[src/hw/rtl/phf_pkg.sv]
// Shared types and codes for the packet header filter.
// Used by packet_header_filter and its port checker; no dependencies.

package phf_pkg;

   // Default saturation point of the per-frame byte count
   localparam int unsigned MAX_FRAME_BYTES_DEF = 65535;

   // Byte positions inside the Ethernet frame
   localparam logic [15:0] IP_START  = 16'd14;
   localparam logic [15:0] PROTO_POS = 16'd23;
   localparam logic [15:0] SRC_POS   = 16'd26;
   localparam logic [15:0] DST_POS   = 16'd30;

   // IPv4 protocol numbers
   localparam logic [7:0] PROTO_ICMP = 8'd1;
   localparam logic [7:0] PROTO_TCP  = 8'd6;
   localparam logic [7:0] PROTO_UDP  = 8'd17;

   // Reported protocol class
   localparam logic [1:0] CLASS_ICMP  = 2'd0;
   localparam logic [1:0] CLASS_TCP   = 2'd1;
   localparam logic [1:0] CLASS_UDP   = 2'd2;
   localparam logic [1:0] CLASS_OTHER = 2'd3;

   // Protocol mode register values
   localparam logic [1:0] MODE_ANY  = 2'd0;
   localparam logic [1:0] MODE_TCP  = 2'd1;
   localparam logic [1:0] MODE_UDP  = 2'd2;
   localparam logic [1:0] MODE_ICMP = 2'd3;

   // Register indexes
   localparam int unsigned CSR_IDX_W = 3;
   localparam logic [CSR_IDX_W-1:0] CSR_PROTO_MODE  = 3'd0;
   localparam logic [CSR_IDX_W-1:0] CSR_ADDR_ON     = 3'd1;
   localparam logic [CSR_IDX_W-1:0] CSR_ADDR_VALUE  = 3'd2;
   localparam logic [CSR_IDX_W-1:0] CSR_PORT_ON     = 3'd3;
   localparam logic [CSR_IDX_W-1:0] CSR_PORT_VALUE  = 3'd4;

   // Smallest frame that can ever pass the length check
   localparam logic [15:0] MIN_NEED_BYTES = 16'd24;

   typedef struct packed {
      logic [7:0] frame_byte;
      logic       frame_end;
   } req_type;

   typedef struct packed {
      logic        accepted;
      logic [1:0]  proto_class;
      logic [31:0] source_address;
      logic [31:0] target_address;
      logic [15:0] source_port;
      logic [15:0] target_port;
      logic [5:0]  tcp_flag_bits;
      logic [15:0] frame_bytes;
      logic        too_short;
      logic [31:0] seen_count;
      logic [31:0] accept_count;
   } rsp_type;

endpackage

[src/hw/rtl/packet_header_filter.sv]
// Ethernet / IPv4 / layer-4 header filter, one frame byte per item.
// Depends on phf_pkg for payload structs, positions and codes.
//
//   channel   direction  payload              handshake
//   req_      in         phf_pkg::req_type    req_valid / req_stall
//   rsp_      out        phf_pkg::rsp_type    rsp_valid / rsp_stall
//   csr_      in         index + 32-bit data  csr_we, no read-back
//
// One byte is taken every cycle unless req_stall holds it. A byte waits in the input
// register, then updates the frame capture state; the final byte also loads the verdict
// into the result register, so a verdict shows after its last byte leaves the input register.
// Reset is synchronous; it clears valids, frame state and counters (not the data registers); no clearing pass.
// A held verdict stalls the input only when the next final byte reaches it.

module packet_header_filter #(
   parameter int unsigned MAX_FRAME_BYTES = phf_pkg::MAX_FRAME_BYTES_DEF
) (
   input  logic                            clock,
   input  logic                            reset,
   input  logic                            req_valid,
   output logic                            req_stall,
   input  phf_pkg::req_type                req_data,
   output logic                            rsp_valid,
   input  logic                            rsp_stall,
   output phf_pkg::rsp_type                rsp_data,
   input  logic                            csr_we,
   input  logic [phf_pkg::CSR_IDX_W-1:0]   csr_index,
   input  logic [31:0]                     csr_wdata
);

   localparam logic [15:0] MAX_BYTES = 16'(MAX_FRAME_BYTES);

   // Configuration registers
   logic [1:0]  proto_mode_ff;
   logic        addr_on_ff;
   logic [31:0] addr_value_ff;
   logic        port_on_ff;
   logic [15:0] port_value_ff;

   // Input register
   logic             s1_valid_ff;
   phf_pkg::req_type s1_data_ff;

   // Frame capture state
   logic [15:0] offset_ff,   offset_in;
   logic [3:0]  hwords_ff,   hwords_in;
   logic [7:0]  proto_ff,    proto_in;
   logic [31:0] src_addr_ff, src_addr_in;
   logic [31:0] dst_addr_ff, dst_addr_in;
   logic [15:0] src_port_ff, src_port_in;
   logic [15:0] dst_port_ff, dst_port_in;
   logic [5:0]  flags_ff,    flags_in;
   logic [31:0] seen_ff,     seen_in;
   logic [31:0] acc_ff,      acc_in;

   // Result register
   logic             rsp_valid_ff;
   phf_pkg::rsp_type rsp_data_ff, rsp_data_in;

   logic        out_free;
   logic        s1_go;
   logic        s1_load;
   logic        last_go;
   logic [7:0]  b;
   logic [6:0]  l4_cur;
   logic [6:0]  l4_new;
   logic [15:0] rel;
   logic        in_l4;
   logic [15:0] need;
   logic [1:0]  cls;
   logic        short_frame;
   logic        mode_ok;
   logic        addr_ok;
   logic        port_ok;
   logic        ok;

   function automatic logic [6:0] l4_of(input logic [3:0] hw);
      logic [3:0] h;
      h = (hw < 4'd5) ? 4'd5 : hw;
      return 7'd14 + {1'b0, h, 2'b00};
   endfunction

   assign out_free  = !rsp_valid_ff || !rsp_stall;
   assign s1_go     = s1_valid_ff && (!s1_data_ff.frame_end || out_free);
   assign s1_load   = req_valid && !req_stall;
   assign req_stall = s1_valid_ff && !s1_go;
   assign last_go   = s1_go && s1_data_ff.frame_end;
   assign b         = s1_data_ff.frame_byte;

   // Capture the byte into the frame state
   always_comb begin
      offset_in   = offset_ff;
      hwords_in   = hwords_ff;
      proto_in    = proto_ff;
      src_addr_in = src_addr_ff;
      dst_addr_in = dst_addr_ff;
      src_port_in = src_port_ff;
      dst_port_in = dst_port_ff;
      flags_in    = flags_ff;
      l4_cur      = l4_of(hwords_ff);
      in_l4       = offset_ff >= {9'd0, l4_cur};
      rel         = offset_ff - {9'd0, l4_cur};
      if (offset_ff < MAX_BYTES) begin
         offset_in = offset_ff + 16'd1;
         if (offset_ff == phf_pkg::IP_START) begin
            hwords_in = b[3:0];
         end
         if (offset_ff == phf_pkg::PROTO_POS) begin
            proto_in = b;
         end
         if (offset_ff >= phf_pkg::SRC_POS && offset_ff < phf_pkg::SRC_POS + 16'd4) begin
            src_addr_in = {src_addr_ff[23:0], b};
         end
         if (offset_ff >= phf_pkg::DST_POS && offset_ff < phf_pkg::DST_POS + 16'd4) begin
            dst_addr_in = {dst_addr_ff[23:0], b};
         end
         if (in_l4) begin
            if (rel < 16'd2) begin
               src_port_in = {src_port_ff[7:0], b};
            end else if (rel < 16'd4) begin
               dst_port_in = {dst_port_ff[7:0], b};
            end else if (rel == 16'd13) begin
               flags_in = b[5:0];
            end
         end
      end
   end

   // Verdict on the state as it stands after the final byte
   always_comb begin
      l4_new = l4_of(hwords_in);
      if (offset_in <= phf_pkg::PROTO_POS) begin
         cls = phf_pkg::CLASS_OTHER;
      end else if (proto_in == phf_pkg::PROTO_ICMP) begin
         cls = phf_pkg::CLASS_ICMP;
      end else if (proto_in == phf_pkg::PROTO_TCP) begin
         cls = phf_pkg::CLASS_TCP;
      end else if (proto_in == phf_pkg::PROTO_UDP) begin
         cls = phf_pkg::CLASS_UDP;
      end else begin
         cls = phf_pkg::CLASS_OTHER;
      end

      unique case (cls)
         phf_pkg::CLASS_ICMP: need = phf_pkg::DST_POS + 16'd4;
         phf_pkg::CLASS_TCP:  need = {9'd0, l4_new} + 16'd14;
         phf_pkg::CLASS_UDP:  need = {9'd0, l4_new} + 16'd4;
         default:             need = phf_pkg::PROTO_POS + 16'd1;
      endcase
      short_frame = offset_in < need;

      rsp_data_in = '0;
      rsp_data_in.proto_class    = cls;
      rsp_data_in.source_address = src_addr_in;
      rsp_data_in.target_address = dst_addr_in;
      if (cls == phf_pkg::CLASS_TCP || cls == phf_pkg::CLASS_UDP) begin
         rsp_data_in.source_port = src_port_in;
         rsp_data_in.target_port = dst_port_in;
      end
      if (cls == phf_pkg::CLASS_TCP) begin
         rsp_data_in.tcp_flag_bits = flags_in;
      end

      unique case (proto_mode_ff)
         phf_pkg::MODE_TCP:  mode_ok = cls == phf_pkg::CLASS_TCP;
         phf_pkg::MODE_UDP:  mode_ok = cls == phf_pkg::CLASS_UDP;
         phf_pkg::MODE_ICMP: mode_ok = cls == phf_pkg::CLASS_ICMP;
         default:            mode_ok = 1'b1;
      endcase
      addr_ok = !addr_on_ff || src_addr_in == addr_value_ff || dst_addr_in == addr_value_ff;
      port_ok = !port_on_ff || cls == phf_pkg::CLASS_ICMP
                || rsp_data_in.source_port == port_value_ff
                || rsp_data_in.target_port == port_value_ff;
      ok = !short_frame && cls != phf_pkg::CLASS_OTHER && mode_ok && addr_ok && port_ok;

      seen_in = seen_ff + 32'd1;
      acc_in  = ok ? acc_ff + 32'd1 : acc_ff;

      rsp_data_in.accepted     = ok;
      rsp_data_in.frame_bytes  = offset_in;
      rsp_data_in.too_short    = short_frame;
      rsp_data_in.seen_count   = seen_in;
      rsp_data_in.accept_count = acc_in;
   end

   always_ff @(posedge clock) begin
      if (reset) begin
         proto_mode_ff <= phf_pkg::MODE_ANY;
         addr_on_ff    <= 1'b0;
         addr_value_ff <= '0;
         port_on_ff    <= 1'b0;
         port_value_ff <= 16'd1;
      end else if (csr_we) begin
         unique case (csr_index)
            phf_pkg::CSR_PROTO_MODE: proto_mode_ff <= csr_wdata[1:0];
            phf_pkg::CSR_ADDR_ON:    addr_on_ff    <= csr_wdata[0];
            phf_pkg::CSR_ADDR_VALUE: addr_value_ff <= csr_wdata;
            phf_pkg::CSR_PORT_ON:    port_on_ff    <= csr_wdata[0];
            phf_pkg::CSR_PORT_VALUE: port_value_ff <= csr_wdata[15:0];
            default: ;
         endcase
      end
   end

   always_ff @(posedge clock) begin
      if (reset) begin
         s1_valid_ff <= 1'b0;
      end else if (s1_load) begin
         s1_valid_ff <= 1'b1;
      end else if (s1_go) begin
         s1_valid_ff <= 1'b0;
      end
   end

   always_ff @(posedge clock) begin
      if (s1_load) begin
         s1_data_ff <= req_data;
      end
   end

   always_ff @(posedge clock) begin
      if (reset) begin
         offset_ff   <= '0;
         hwords_ff   <= '0;
         proto_ff    <= '0;
         src_addr_ff <= '0;
         dst_addr_ff <= '0;
         src_port_ff <= '0;
         dst_port_ff <= '0;
         flags_ff    <= '0;
         seen_ff     <= '0;
         acc_ff      <= '0;
      end else if (last_go) begin
         // drop per-frame state, advance the counters
         offset_ff   <= '0;
         hwords_ff   <= '0;
         proto_ff    <= '0;
         src_addr_ff <= '0;
         dst_addr_ff <= '0;
         src_port_ff <= '0;
         dst_port_ff <= '0;
         flags_ff    <= '0;
         seen_ff     <= seen_in;
         acc_ff      <= acc_in;
      end else if (s1_go) begin
         offset_ff   <= offset_in;
         hwords_ff   <= hwords_in;
         proto_ff    <= proto_in;
         src_addr_ff <= src_addr_in;
         dst_addr_ff <= dst_addr_in;
         src_port_ff <= src_port_in;
         dst_port_ff <= dst_port_in;
         flags_ff    <= flags_in;
      end
   end

   always_ff @(posedge clock) begin
      if (reset) begin
         rsp_valid_ff <= 1'b0;
      end else if (last_go) begin
         rsp_valid_ff <= 1'b1;
      end else if (!rsp_stall) begin
         rsp_valid_ff <= 1'b0;
      end
   end

   always_ff @(posedge clock) begin
      if (last_go) begin
         rsp_data_ff <= rsp_data_in;
      end
   end

   assign rsp_valid = rsp_valid_ff;
   assign rsp_data  = rsp_data_ff;

endmodule

[config.mk]
export PLATFORM = sky130hd
export DESIGN_NAME = packet_header_filter
export DESIGN_NICKNAME = d
export VERILOG_FILES = /design/src/hw/rtl/phf_pkg.sv /design/src/hw/rtl/packet_header_filter.sv
export SDC_FILE = /design/constraint.sdc
export NUM_CORES = 1
export LEC_CHECK = 0
export BUFFER_PORTS_ARGS = -buffer_cell sky130_fd_sc_hd__buf_2
export CAP_MARGIN = 25
export CORE_UTILIZATION = 45
export DETAILED_ROUTE_END_ITERATION = 8
export PLACE_DENSITY = 0.63
export SLEW_MARGIN = 20
export SYNTH_ARGS = -nofsm -noshare
export SYNTH_HDL_FRONTEND = slang
export SYNTH_SLANG_ARGS = --single-unit
[constraint.sdc]
create_clock -name clock -period 9.5 [get_ports clock]
set_clock_uncertainty 0.1 [all_clocks]
set_input_delay 0.95 -clock clock [delete_from_list [all_inputs] [get_ports clock]]
set_output_delay 0.95 -clock clock [all_outputs]
set_load 0.02 [all_outputs]
==> results of run 1 <==
-- layer usage --
metal,routed length [um],share of wire,up-vias
met2,27700,0.47,487
met3,4190,0.071,98
met4,1460,0.025,12
li1,-,-,8097
met5,63,0.0011,-
met1,25500,0.43,7977
-- layout by cell type, fill, tap and decap left out, types with 35 or more instances in the layout --
| master | count |
|---|---|
| sky130_fd_sc_hd__nand3_1 | 48 |
| sky130_fd_sc_hd__nor2_1 | 211 |
| sky130_fd_sc_hd__dfxtp_1 | 248 |
| sky130_fd_sc_hd__xor2_1 | 131 |
| sky130_fd_sc_hd__edfxtp_1 | 195 |
| sky130_fd_sc_hd__xnor2_1 | 66 |
| sky130_fd_sc_hd__buf_2 | 235 |
| sky130_fd_sc_hd__inv_1 | 72 |
| sky130_fd_sc_hd__and3_1 | 39 |
| sky130_fd_sc_hd__nand4_1 | 35 |
| sky130_fd_sc_hd__nand2_1 | 296 |
| sky130_fd_sc_hd__clkbuf_16 | 51 |
| sky130_fd_sc_hd__mux2i_1 | 99 |
| sky130_fd_sc_hd__a21oi_1 | 167 |
| sky130_fd_sc_hd__nor3_1 | 40 |
| sky130_fd_sc_hd__a211oi_1 | 58 |
-- area by class of cell --
class	count	area [um2]	share of cell area
Sequential cell	443	10800	0.444
Clock inverter	28	289	0.0118
Antenna cell	3	7.51	0.000308
Multi-Input combinational cell	1544	9570	0.392
Tap cell	607	759	0.0311
Clock buffer	62	1350	0.0552
Timing Repair Buffer	252	1320	0.0541
Inverter	73	282	0.0115
-- state kept, by name, indices dropped and copies added (netlist names), 16 cells and up --
name           count
rsp_data         186
acc_ff            32
addr_value_ff     32
dst_addr_ff       32
seen_ff           32
src_addr_ff       32
dst_port_ff       16
offset_ff         16
port_value_ff     16
src_port_ff       16
-- worst register-to-register path, stage by stage, from the launching register on --
cell	delay, ps
sky130_fd_sc_hd__dfxtp_1	620
sky130_fd_sc_hd__ha_1	390
sky130_fd_sc_hd__and3_1	280
sky130_fd_sc_hd__nand4_1	180
sky130_fd_sc_hd__o2111ai_1	270
sky130_fd_sc_hd__xnor2_1	110
sky130_fd_sc_hd__o21bai_1	180
sky130_fd_sc_hd__or4_1	640
sky130_fd_sc_hd__o41a_1	380
sky130_fd_sc_hd__nor2b_1	180
sky130_fd_sc_hd__inv_1	150
sky130_fd_sc_hd__ha_1	490
sky130_fd_sc_hd__a221oi_1	170
sky130_fd_sc_hd__or2_2	290
sky130_fd_sc_hd__ha_1	290
sky130_fd_sc_hd__a21o_1	170
sky130_fd_sc_hd__a21o_1	160
sky130_fd_sc_hd__a2111oi_0	420
sky130_fd_sc_hd__o31a_1	240
sky130_fd_sc_hd__nand3b_1	120
sky130_fd_sc_hd__buf_4	650
sky130_fd_sc_hd__nor2_1	250
sky130_fd_sc_hd__mux2_1	360
-- per-stage QoR --
| step | utilization | power [uW] |
|---|---|---|
| final | 0.524 | 4220 |
| after global routing | 0.524 | 4360 |
| after CTS | 0.523 | 4260 |
| after detailed placement | 0.488 | 2320 |
| after global placement | 0.488 | 2320 |
| after floorplan | - | 2240 |
-- power by group through the flow --
stage | Combinational (uW) | Sequential [uW] | Clock, uW
finish | 218 | 2060 | 1930
detailed placement | 216 | 2100 | 0
global route | 240 | 2070 | 2050
global placement | 212 | 2100 | 0
floorplan | 136 | 2110 | 0
CTS | 217 | 2060 | 1980
-- kinds of logic (layout without fill, tap and decap cells) --
group	after synthesis	in the layout	share of synthesized area
XOR/XNOR	197	197	0.0813
flip-flops	443	443	0.510
AO/OA/AOI/OAI	357	357	0.104
buffers and inverters	220	415	0.0416
other	1	4	0.000177
multiplexers	114	114	0.0546
AND/OR/NAND/NOR	852	852	0.194
adder cells (fa/ha/maj)	23	23	0.0139
-- final timing paths --
check                   endpoint            from  cells past startpoint
setup / recovery     rsp_data[1]    offset_ff[1]                     22
hold / removal    src_port_ff[9]  src_port_ff[9]                      2
setup reg to reg     rsp_data[1]    offset_ff[1]                     22
hold reg to reg   src_port_ff[9]  src_port_ff[9]                      2
==> results.env, run 1 <==
YOSYS_MOST_USED_DFF='sky130_fd_sc_hd__dfxtp_1'
REPORT.FINAL.SLEW_VIOL_COUNT=0
GRT_START_MAX_NET_PINS=94
YOSYSSEQAREASHARE=0.510
POST-ROUTE-CELL-AREA_UM2=24400
HOLD_PATH_CLASS='flop to flop'
FINALSETUPTNS_PS=0
GROUTE.LAYER.MET2.USAGE=0.396
CTS_RESIZED=0
FP.COREAREA_UM2=46600
DIE_OUTLINE_AREA_UM2=48000
SYNTH_EDF_COUNT=195
SLOWEST_STAGE='sky130_fd_sc_hd__buf_4'
ACHIEVABLE-FREQUENCY_MHz=136
MAXCAPVIOLATIONS=0
DETAIL_ROUTE.FIRST_PASS.ITERATIONS=6
SYNTHESIZED_CELL_AREA_UM2=21200
GRTUSAGEMET3=0.0611
CTS-HOLD-FIX-BUFFERS=0
FINAL_CELL_COUNT_NO_FILL=3012
ASYNCSETRESETFLOPFRACSYNTH=0
OUTCOME='finished, final reports clean'
HOLDWS_PS=350
POWER.STATIC_LEAKAGE_uW=0.00943
POST_SYNTH_MAIN_AREA_CONTRIBUTORS='sky130_fd_sc_hd__edfxtp_1, sky130_fd_sc_hd__dfxtp_1, sky130_fd_sc_hd__xor2_1'
P_PER_AREA_nW_PER_UM2=173
MOST_FREQUENT_CELL_ON_THE_CRITICAL_PATH='sky130_fd_sc_hd__ha_1'
P_SEQ_FRAC=0.490
DIE-WIDTH_UM=219
VDD_DROP_MAX_mV=0.127
FFS_LATCHES_SYNTH=443
SYNTH.DISTINCT_CELLS=72
SYNTH_TOP_AREA_SHARE=0.276
LAYOUT_MIN_CYCLE_TIME_PS=7360
CLK_LATENCY_PS=590
TIMING.CRITICAL_PATH.BUF_INV=2
CP_DATA_ARRIVAL_TIME_PS=7590
IO_BUFFERS=236
TIMING_HOLD_VIOLATIONS_FINAL=0
OVERFLOW=0
REMAINING_DRC_ERRORS=0
WORST_SETUP_SLACK_FINAL_PS=2140
WIRE_LENGTH_OF_THE_FIRST_GLOBAL_ROUTING_PASS_UM=90200
AVGSYNTHCELLAREA_UM2=9.62
CRITICAL-PATH-TOP-DELAY-FAMILY='compound AO/OA/AOI/OAI gates'
GRT_ANTENNA_BEFORE_REPAIR=8
POST_SYNTH_MOST_FREQUENT_CELLS='sky130_fd_sc_hd__nand2_1, sky130_fd_sc_hd__dfxtp_1, sky130_fd_sc_hd__nor2_1'
NET-SWITCHING-POWER_uW=978
RSZ0062_AT_GRT='false'
SWITCHING_POWER_SHARE_OF_THE_TOTAL=0.232
DIE_HEIGHT_UM=219
FLOW.AREA_GROWTH_FROM_SYNTHESIS_PCT=14.9
WORSTMARGINPINSLEW_PS=1030
CLOCKPOWERSHARE=0.459
SETUP.WORST_PATH.START_CLASS='flop'
CTS-HTREE-LEVELS=2
ROUTE.DETAILED.WL_PER_INST_UM=19.5
TIMING.SLEW.HEADROOM=0.311
FINAL_ANTENNA_NET_COUNT=0
VIAS_AFTER_DETAILED_ROUTING=16671
DESIGN.PORTCOUNT=237
CP_CELL_SEQUENCE='ha_1 -> and3_1 -> nand4_1 -> o2111ai_1 -> xnor2_1 -> o21bai_1 -> or4_1 -> o41a_1 -> nor2b_1 -> inv_1 -> ha_1 -> a221oi_1 -> or2_2 -> ha_1 -> a21o_1 -> a21o_1 -> a2111oi_0 -> o31a_1 -> nand3b_1 -> buf_4 -> nor2_1 -> mux2_1'
SYN-INSTANCE-COUNT=2207
POSTCTSSETUPBUFFERS=0
FIN_NETS=2434
GR-MAX-USAGE-LAYER='met2'
WORSTSETUPPATHTYPE='flop to flop'
SYNTH.NET_COUNT=2279
LAYOUT.FILLER_CELLS=4192
DPL.HPWL_UM=40200
ROWS=79
CTS_TREE='yes'
PLACE.GP.CONGESTION=0.876
PLACE.DETAILED.INSTANCES=2918
SYNTHDOMINANTAREACELLTYPE='sky130_fd_sc_hd__edfxtp_1'
CTSROOTBUFFERMASTER='sky130_fd_sc_hd__clkbuf_16'
GR-USAGE-ALL-LAYERS=0.241
GRT_PASS1_VIAS=15825
POWER.COMBINATIONAL.FRACTION=0.052
FLOORPLAN.INITIALDENSITY=0.456
LAYOUT_WORST_PATH_CYCLE_SHARE=0.775
INTERNAL_DISSIPATION_uW=3240
CLOCK_PIN_SLEW_REPORTED_FOR_THE_WORST_SETUP_AND_HOLD_PATHS_AFTER_CLOCK_TREE_SYNTHESIS_PS=70
REG2REG_SETUP_SLACK_PS=2140
CRITICAL_PATH_REQUIRED_PS=9730
YOSYS_WARNINGS=0
SETUP_VIOLS_FINAL=0
GRT_UTIL_MET1=0.314
PLACE_AREA_UM2=22700
NUMBER_OF_DRC_MARKERS_IN_ITERATION_0=1336
CP_SLOWEST_STAGE_DELAY_PS=650
CRITPATHCAPTURETYPE='flop'
TRITONCTS_NUM_SINKS=443
TOTAL_ROUTED_LENGTH_UM=58900
VIAS_PER_CELL=5.53
CTS_INSERTED_BUFFERS=48
SYNTH.MOST_COMMON_CELL='sky130_fd_sc_hd__nand2_1'
CTS-ROOT-TO-SINK-BUFFERS=3
FINAL_LAYOUT_SIZE_SUFFIX_GT1_FRAC=0.150
CRITICAL_PATH.MAX_FANOUT=87
PLACEMENT.SETUP.WORST_SLACK_PS=2150
No activity file was read; power rests on OpenSTA's default activity.
==> run 2: changes to the inputs <==
--- a/config.mk
+++ b/config.mk
@@ -5,11 +5,12 @@
 export SDC_FILE = /design/constraint.sdc
 export NUM_CORES = 1
 export LEC_CHECK = 0
+export ABC_AREA = 1
 export BUFFER_PORTS_ARGS = -buffer_cell sky130_fd_sc_hd__buf_2
 export CAP_MARGIN = 25
 export CORE_UTILIZATION = 45
 export DETAILED_ROUTE_END_ITERATION = 8
-export PLACE_DENSITY = 0.63
+export PLACE_DENSITY = 0.65
 export SLEW_MARGIN = 20
 export SYNTH_ARGS = -nofsm -noshare
 export SYNTH_HDL_FRONTEND = slang
==> constraint.sdc (replaced) <==
create_clock -name clock -period 6.4 [get_ports clock]
set_clock_uncertainty 0.1 [all_clocks]
set_input_delay 0.64 -clock clock [delete_from_list [all_inputs] [get_ports clock]]
set_output_delay 0.64 -clock clock [all_outputs]
set_load 0.02 [all_outputs]
==> run 2 against run 1 <==
  * Register-to-register slack lost 1400 ps
  * Synthesized cell count increased by 24%
  * Die area rose by 3.3%
  * Critical path type unchanged
  * Largest power group unchanged
  * Global-route usage about the same
==> results.env, run 2 <==
ROUTE.DETAILED.WL_PER_INST_UM=16.9  # was 19.5 um
SYNTH.MOST_COMMON_CELL='sky130_fd_sc_hd__nand2_1'  # unchanged
NET-SWITCHING-POWER_uW=1760  # was 978 uW
MAXCAPVIOLATIONS=0  # unchanged
YOSYSSEQAREASHARE=0.493  # was 0.510
GRT_START_MAX_NET_PINS=135  # was 94
FINALSETUPTNS_PS=0  # unchanged
ASYNCSETRESETFLOPFRACSYNTH=0  # unchanged
CLK_LATENCY_PS=600  # was 590 ps
TOTAL_ROUTED_LENGTH_UM=60600  # was 58900 um
SYNTHESIZED_CELL_AREA_UM2=21900  # was 21200 um2
CTSROOTBUFFERMASTER='sky130_fd_sc_hd__clkbuf_16'  # unchanged
AVGSYNTHCELLAREA_UM2=8.01  # was 9.62 um2
ROWS=80  # was 79
FLOORPLAN.INITIALDENSITY=0.457  # was 0.456
OUTCOME='finished, final reports clean'  # unchanged
LAYOUT_COMMON_CELLS='sky130_fd_sc_hd__nand2_1, sky130_fd_sc_hd__inv_1, sky130_fd_sc_hd__nor2_1'  # was sky130_fd_sc_hd__nand2_1, sky130_fd_sc_hd__dfxtp_1, sky130_fd_sc_hd__buf_2
P_SEQ_FRAC=0.466  # was 0.490
LARGEST_REGISTER_FF_COUNT=186  # unchanged
SYNTH_EDF_COUNT=195  # unchanged
INSERTEDDIODECOUNT=0  # was 3
SYNTHDOMINANTAREACELLTYPE='sky130_fd_sc_hd__edfxtp_1'  # unchanged
WIRE_LENGTH_OF_THE_FIRST_GLOBAL_ROUTING_PASS_UM=95000  # was 90200 um
VIAS_PER_CELL=5.22  # was 5.53
MOST_FREQUENT_CELL_ON_THE_CRITICAL_PATH='sky130_fd_sc_hd__inv_1'  # was sky130_fd_sc_hd__ha_1
VDD_DROP_MAX_mV=0.176  # was 0.127 mV
YOSYS_MOST_USED_DFF='sky130_fd_sc_hd__dfxtp_1'  # unchanged
DESIGN.PORTCOUNT=237  # unchanged
TIMING_HOLD_VIOLATIONS_FINAL=0  # unchanged
CLOCKPOWERSHARE=0.422  # was 0.459
DETAIL_ROUTE.FIRST_PASS.ITERATIONS=5  # was 6
NUMBER_OF_DRC_MARKERS_IN_ITERATION_0=1452  # was 1336
POST_SYNTH_MOST_FREQUENT_CELLS='sky130_fd_sc_hd__nand2_1, sky130_fd_sc_hd__inv_1, sky130_fd_sc_hd__nor2_1'  # was sky130_fd_sc_hd__nand2_1, sky130_fd_sc_hd__dfxtp_1, sky130_fd_sc_hd__nor2_1
TIMING.SLEW.HEADROOM=0.379  # was 0.311
IO_BUFFERS=236  # unchanged
DIE_OUTLINE_AREA_UM2=49600  # was 48000 um2
GRT_ANTENNA_BEFORE_REPAIR=3  # was 8
SLOWEST_STAGE='sky130_fd_sc_hd__dfxtp_1'  # was sky130_fd_sc_hd__buf_4
FFS_LATCHES_SYNTH=443  # unchanged
RSZ0062_AT_GRT='false'  # unchanged
FIN_NETS=3002  # was 2434
POSTCTSSETUPBUFFERS=0  # unchanged
FINAL_COMMON_CELL='sky130_fd_sc_hd__nand2_1'  # unchanged
FP.COREAREA_UM2=47900  # was 46600 um2
FINAL_ANTENNA_NET_COUNT=0  # unchanged
PLACE.DETAILED.INSTANCES=3493  # was 2918
CP_DATA_ARRIVAL_TIME_PS=5860  # was 7590 ps
ACHIEVABLE-FREQUENCY_MHz=178  # was 136 MHz
CRITPATHCAPTURETYPE='flop'  # unchanged
SETUP_VIOLS_FINAL=0  # unchanged
LAYOUT_WORST_PATH_CYCLE_SHARE=0.878  # was 0.775
HOLDWS_PS=134  # was 350 ps
SYN-INSTANCE-COUNT=2738  # was 2207
WORSTSETUPPATHTYPE='flop to flop'  # unchanged
TRITONCTS_NUM_SINKS=443  # unchanged
DPL.HPWL_UM=43000  # was 40200 um
HOLD_PATH_CLASS='primary input to flop'  # was flop to flop
DIE_HEIGHT_UM=223  # was 219 um
CRITICAL_PATH.MAX_FANOUT=33  # was 87
WORSTMARGINPINSLEW_PS=932  # was 1030 ps
FLOW.AREA_GROWTH_FROM_SYNTHESIS_PCT=14.7  # was 14.9%
P_PER_AREA_nW_PER_UM2=267  # was 173 nW/um2
SYNTH_TOP_AREA_SHARE=0.267  # was 0.276
GRT_PASS1_VIAS=17726  # was 15825
CTS-HTREE-LEVELS=2  # unchanged
SYNTH.NET_COUNT=2811  # was 2279
DIE-WIDTH_UM=223  # was 219 um
POST-ROUTE-CELL-AREA_UM2=25100  # was 24400 um2
POST_SYNTH_MAIN_AREA_CONTRIBUTORS='sky130_fd_sc_hd__edfxtp_1, sky130_fd_sc_hd__dfxtp_1, sky130_fd_sc_hd__nand2_1'  # was sky130_fd_sc_hd__edfxtp_1, sky130_fd_sc_hd__dfxtp_1, sky130_fd_sc_hd__xor2_1
VIAS_AFTER_DETAILED_ROUTING=18699  # was 16671
PLACE_AREA_UM2=23500  # was 22700 um2
SWITCHING_POWER_SHARE_OF_THE_TOTAL=0.263  # was 0.232
POWER.COMBINATIONAL.FRACTION=0.112  # was 0.052
CP_SLOWEST_STAGE_DELAY_PS=310  # was 650 ps
CRITICAL_PATH_REQUIRED_PS=6640  # was 9730 ps
FINAL_LAYOUT_SIZE_SUFFIX_GT1_FRAC=0.149  # was 0.150
YOSYS_WARNINGS=0  # unchanged
SYNTH.DISTINCT_CELLS=53  # was 72
INTERNAL_DISSIPATION_uW=4940  # was 3240 uW
CTS-ROOT-TO-SINK-BUFFERS=3  # unchanged
CLOCK_PIN_SLEW_REPORTED_FOR_THE_WORST_SETUP_AND_HOLD_PATHS_AFTER_CLOCK_TREE_SYNTHESIS_PS=60  # was 70 ps
SETUP.WORST_PATH.START_CLASS='flop'  # unchanged
CTS_INSERTED_BUFFERS=48  # unchanged
REMAINING_DRC_ERRORS=0  # unchanged
FINAL_CELL_COUNT_NO_FILL=3582  # was 3012
POWER_AFTER_LAYOUT_uW=6710  # was 4220 uW
LAYOUT_MIN_CYCLE_TIME_PS=5620  # was 7360 ps
POWER.STATIC_LEAKAGE_uW=0.0117  # was 0.00943 uW
REPORT.FINAL.SLEW_VIOL_COUNT=0  # unchanged
GR-USAGE-ALL-LAYERS=0.242  # was 0.241
PLACE.GP.CONGESTION=0.905  # was 0.876
OVERFLOW=0  # unchanged
CTS_TREE='yes'  # unchanged
## run 2: cell type report
cell class                 count  area [um2]
clock buffer                  62        1310
clock inverter                26         292
fill                        4472       22800
inverter                     398        1500
multi-input combinational   1781        9050
sequential                   443       10800
tap                          615         769
timing repair buffer         257        1400
## run 2: cells by family (layout without fill, tap and decap cells)
group	after synthesis	after routing	share of synthesized area
compound gates	431	431	0.103
buf+inv	514	743	0.0953
other cells	1	1	0.000171
simple gates	1189	1189	0.240
xor+xnor	135	135	0.0539
mux	1	1	0.000456
fa+ha+maj	24	24	0.0140
flops	443	443	0.493
## run 2: through the flow
stage,util,setup slack (ps)
floorplan,-,1120
global placement,0.490,834
detailed placement,0.490,651
CTS,0.524,602
global route,0.524,148
finish,0.524,779
## run 2: critical path: cells and delay by family (launching register included)
kind                     cells  cell delay, ps
AO/OA/AOI/OAI                4             850
flip-flops                   1             310
buffers and inverters        7             940
adder cells (fa/ha/maj)      3             640
AND/OR/NAND/NOR             15            2520
## run 2: layer usage
metal,up-vias,track usage,part of all wire
met5,-,0,0.00076
met4,6,0.0883,0.031
met3,120,0.0427,0.061
met2,603,0.393,0.46
met1,8766,0.322,0.45
li1,9204,-,-
## run 2: worst paths after layout
check	cells after the start	to	start	slack [ps]
max	29	rsp_data[1]	offset_ff[1]	780
min	1	b[0]	req_data[1]	130
max reg2reg	29	rsp_data[1]	offset_ff[1]	780
min reg2reg	2	addr_on_ff	addr_on_ff	350
## run 2: repair_timing
item,in CTS,in global routing
hold buffers,0,0
resized for setup,0,1
setup endpoints to repair,0,3
## run 2: power groups by stage
stage | clock network [uW] | registers [uW] | logic [uW]
3_5_place_dp | 0 | 3180 | 746
4_1_cts | 2880 | 3120 | 752
3_3_place_gp | 0 | 3180 | 737
2_1_floorplan | 0 | 3210 | 504
6_report | 2830 | 3130 | 754
5_1_grt | 2990 | 3130 | 841
==> run 3: changes to the inputs <==
--- a/config.mk
+++ b/config.mk
@@ -6,11 +6,11 @@
 export NUM_CORES = 1
 export LEC_CHECK = 0
 export ABC_AREA = 1
-export BUFFER_PORTS_ARGS = -buffer_cell sky130_fd_sc_hd__buf_2
 export CAP_MARGIN = 25
 export CORE_UTILIZATION = 45
 export DETAILED_ROUTE_END_ITERATION = 8
-export PLACE_DENSITY = 0.65
+export DONT_BUFFER_PORTS = 1
+export PLACE_DENSITY = 0.61
 export SLEW_MARGIN = 20
 export SYNTH_ARGS = -nofsm -noshare
 export SYNTH_HDL_FRONTEND = slang
==> run 3 against run 2 <==
  * Core utilization fell by 2.4 points
  * Flip-flop and latch count did not move
  * Die area did not move
  * Critical path type unchanged
  * Largest cell class unchanged
==> results.env, run 3 (synthesized netlist as in run 2, its figures left out) <==
OUTCOME='finished, final reports clean'  # unchanged
NUMBER_OF_DRC_MARKERS_IN_ITERATION_0=1604  # was 1452
LAYOUT.CORE_UTILIZATION=0.500  # was 0.524
DIE_OUTLINE_AREA_UM2=49600  # unchanged
ROUTE.DETAILED.WL_PER_INST_UM=17.9  # was 16.9 um
WORSTMARGINPINSLEW_PS=983  # was 932 ps
CTS-ROOT-TO-SINK-BUFFERS=3  # unchanged
TRITONCTS_NUM_SINKS=443  # unchanged
WORSTREG2REGSTART='offset_ff[1]'  # unchanged
VDD_DROP_MAX_mV=0.197  # was 0.176 mV
CRITICAL-PATH-TOP-DELAY-FAMILY='simple AND/OR/NAND/NOR gates'  # unchanged
CTS-HTREE-LEVELS=2  # unchanged
FINAL_COMMON_CELL='sky130_fd_sc_hd__nand2_1'  # unchanged
REG2REG_SETUP_SLACK_PS=680  # was 780 ps
FIN_NETS=2766  # was 3002
PLACE_AREA_UM2=22300  # was 23500 um2
CP.DEPTH=29  # unchanged
DPL.HPWL_UM=42400  # was 43000 um
REG2REG_TO='rsp_data[0]'  # was rsp_data[1]
DESIGN.PORTCOUNT=237  # unchanged
GR-USAGE-ALL-LAYERS=0.239  # was 0.242
HOLD_PATH_CLASS='primary input to flop'  # unchanged
FP.COREAREA_UM2=47900  # unchanged
DETAIL_ROUTE.FIRST_PASS.ITERATIONS=8  # was 5
VIAS_PER_CELL=5.24  # was 5.22
LAYOUT_COMMON_CELLS='sky130_fd_sc_hd__nand2_1, sky130_fd_sc_hd__inv_1, sky130_fd_sc_hd__nor2_1'  # unchanged
CRITPATHCAPTURETYPE='flop'  # unchanged
CP_SLOWEST_STAGE_DELAY_PS=360  # was 310 ps
POWER.STATIC_LEAKAGE_uW=0.0108  # was 0.0117 uW
PLACE.GP.CONGESTION=0.905  # unchanged
ACHIEVABLE-FREQUENCY_MHz=175  # was 178 MHz
CTS_TREE='yes'  # unchanged
HOLD_DEPTH=0  # was 1
FINALSETUPTNS_PS=0  # unchanged
FINAL_LAYOUT_SIZE_SUFFIX_GT1_FRAC=0.0761  # was 0.149
CTS_INSERTED_BUFFERS=48  # unchanged
MAXCAPVIOLATIONS=0  # unchanged
POSTCTSSETUPBUFFERS=0  # unchanged
GRT_ANTENNA_BEFORE_REPAIR=4  # was 3
HOLDWS_PS=32.9  # was 134 ps
P_PER_AREA_nW_PER_UM2=281  # was 267 nW/um2
RSZ0062_AT_GRT='false'  # unchanged
MOST_FREQUENT_CELL_ON_THE_CRITICAL_PATH='sky130_fd_sc_hd__inv_1'  # unchanged
DIE-WIDTH_UM=223  # unchanged
GRT_START_MAX_NET_PINS=119  # was 135
SETUP.WORST_PATH.START_CLASS='flop'  # unchanged
FLOW.AREA_GROWTH_FROM_SYNTHESIS_PCT=9.40  # was 14.7%
DIE_HEIGHT_UM=223  # unchanged
VIAS_AFTER_DETAILED_ROUTING=17565  # was 18699
POST-ROUTE-CELL-AREA_UM2=24000  # was 25100 um2
LARGEST_REGISTER_FF_COUNT=186  # unchanged
CRITICAL_PATH.MAX_FANOUT=33  # unchanged
OVERFLOW=0  # unchanged
IO_BUFFERS=0  # was 236
LAYOUT_WORST_PATH_CYCLE_SHARE=0.894  # was 0.878
FLOORPLAN.INITIALDENSITY=0.457  # unchanged
CP_DATA_ARRIVAL_TIME_PS=5970  # was 5860 ps
CTSROOTBUFFERMASTER='sky130_fd_sc_hd__clkbuf_16'  # unchanged
ROWS=80  # unchanged
SLOWEST_STAGE='sky130_fd_sc_hd__nor2_1'  # was sky130_fd_sc_hd__dfxtp_1
TIMING_HOLD_VIOLATIONS_FINAL=0  # unchanged
WORSTSETUPPATHTYPE='flop to flop'  # unchanged
WIRE_LENGTH_OF_THE_FIRST_GLOBAL_ROUTING_PASS_UM=93200  # was 95000 um
R2R_CELLS=29  # unchanged
MIN_FROM='req_data[5]'  # was req_data[1]
TIMING.HOLD.WORST_ENDPOINT='b[4]'  # was b[0]
CLOCK_PIN_SLEW_REPORTED_FOR_THE_WORST_SETUP_AND_HOLD_PATHS_AFTER_CLOCK_TREE_SYNTHESIS_PS=60  # about the same
GRT_PASS1_VIAS=16619  # was 17726
TOTAL_ROUTED_LENGTH_UM=59900  # was 60600 um
TIMING.CRITICAL_PATH.BUF_INV=7  # unchanged
CLK_LATENCY_PS=600  # about the same
FINAL_ANTENNA_NET_COUNT=0  # unchanged
CRITICAL_PATH_REQUIRED_PS=6650  # was 6640 ps
REMAINING_DRC_ERRORS=0  # unchanged
TIMING.SLEW.HEADROOM=0.345  # was 0.379
SETUP_VIOLS_FINAL=0  # unchanged
REPORT.FINAL.SLEW_VIOL_COUNT=0  # unchanged
LAYOUT_MIN_CYCLE_TIME_PS=5720  # was 5620 ps
-- run 3: worst max-delay path by stage --
stage	end	slack (ps)	from
2_1_floorplan	rsp_data[0]	1120	rsp_stall
3_3_place_gp	rsp_data[2]	740	offset_ff[1]
3_5_place_dp	rsp_data[0]	560	offset_ff[1]
4_1_cts	rsp_data[0]	580	offset_ff[1]
5_1_grt	rsp_data[30]	20	offset_ff[1]
6_report	rsp_data[0]	680	offset_ff[1]
-- run 3: power breakdown --
part	total (uW)	internal [uW]	switching, uW	leakage, uW
Combinational	666	198	468	0.00607
Clock	2900	1710	1190	0.000808
Sequential	3170	3060	109	0.00388
Total	6730	4970	1770	0.0108
-- run 3: per-stage QoR --
step | setup slack (ps) | std cells | power, uW
after floorplan | 1120 | 2738 | 3710
after global placement | 740 | 3256 | 3870
after detailed placement | 557 | 3256 | 3890
after CTS | 582 | 3347 | 6780
after global routing | 15.4 | 3348 | 6980
final | 681 | 3349 | 6730
-- run 3: worst register-to-register path, delay by kind of cell (launching register included) --
family | cells | cell delay, ps
AND/OR/NAND/NOR | 15 | 2610
buffers and inverters | 7 | 1000
AO/OA/AOI/OAI | 4 | 790
adder cells (fa/ha/maj) | 3 | 680
flip-flops | 1 | 300
-- run 3: layer usage --
| metal | track usage | wire, um |
|---|---|---|
| met2 | 0.384 | 27200 |
| met1 | 0.320 | 26800 |
| met5 | 0 | 41 |
| met3 | 0.0479 | 4120 |
| met4 | 0.0852 | 1700 |
-- run 3: cell type report --
type	count	area, um2
Antenna cell	1	2.50
Clock buffer	60	1310
Clock inverter	30	344
Fill cell	4570	24000
Inverter	398	1510
Multi-Input combinational cell	1781	9060
Sequential cell	443	10800
Tap cell	615	769
Timing Repair Buffer	21	180
-- run 3: timing repair --
item	4_1_cts	5_1_grt
hold endpoints to repair	2	0
gates resized for setup	0	2
hold buffers	1	0
setup endpoints to repair	0	6
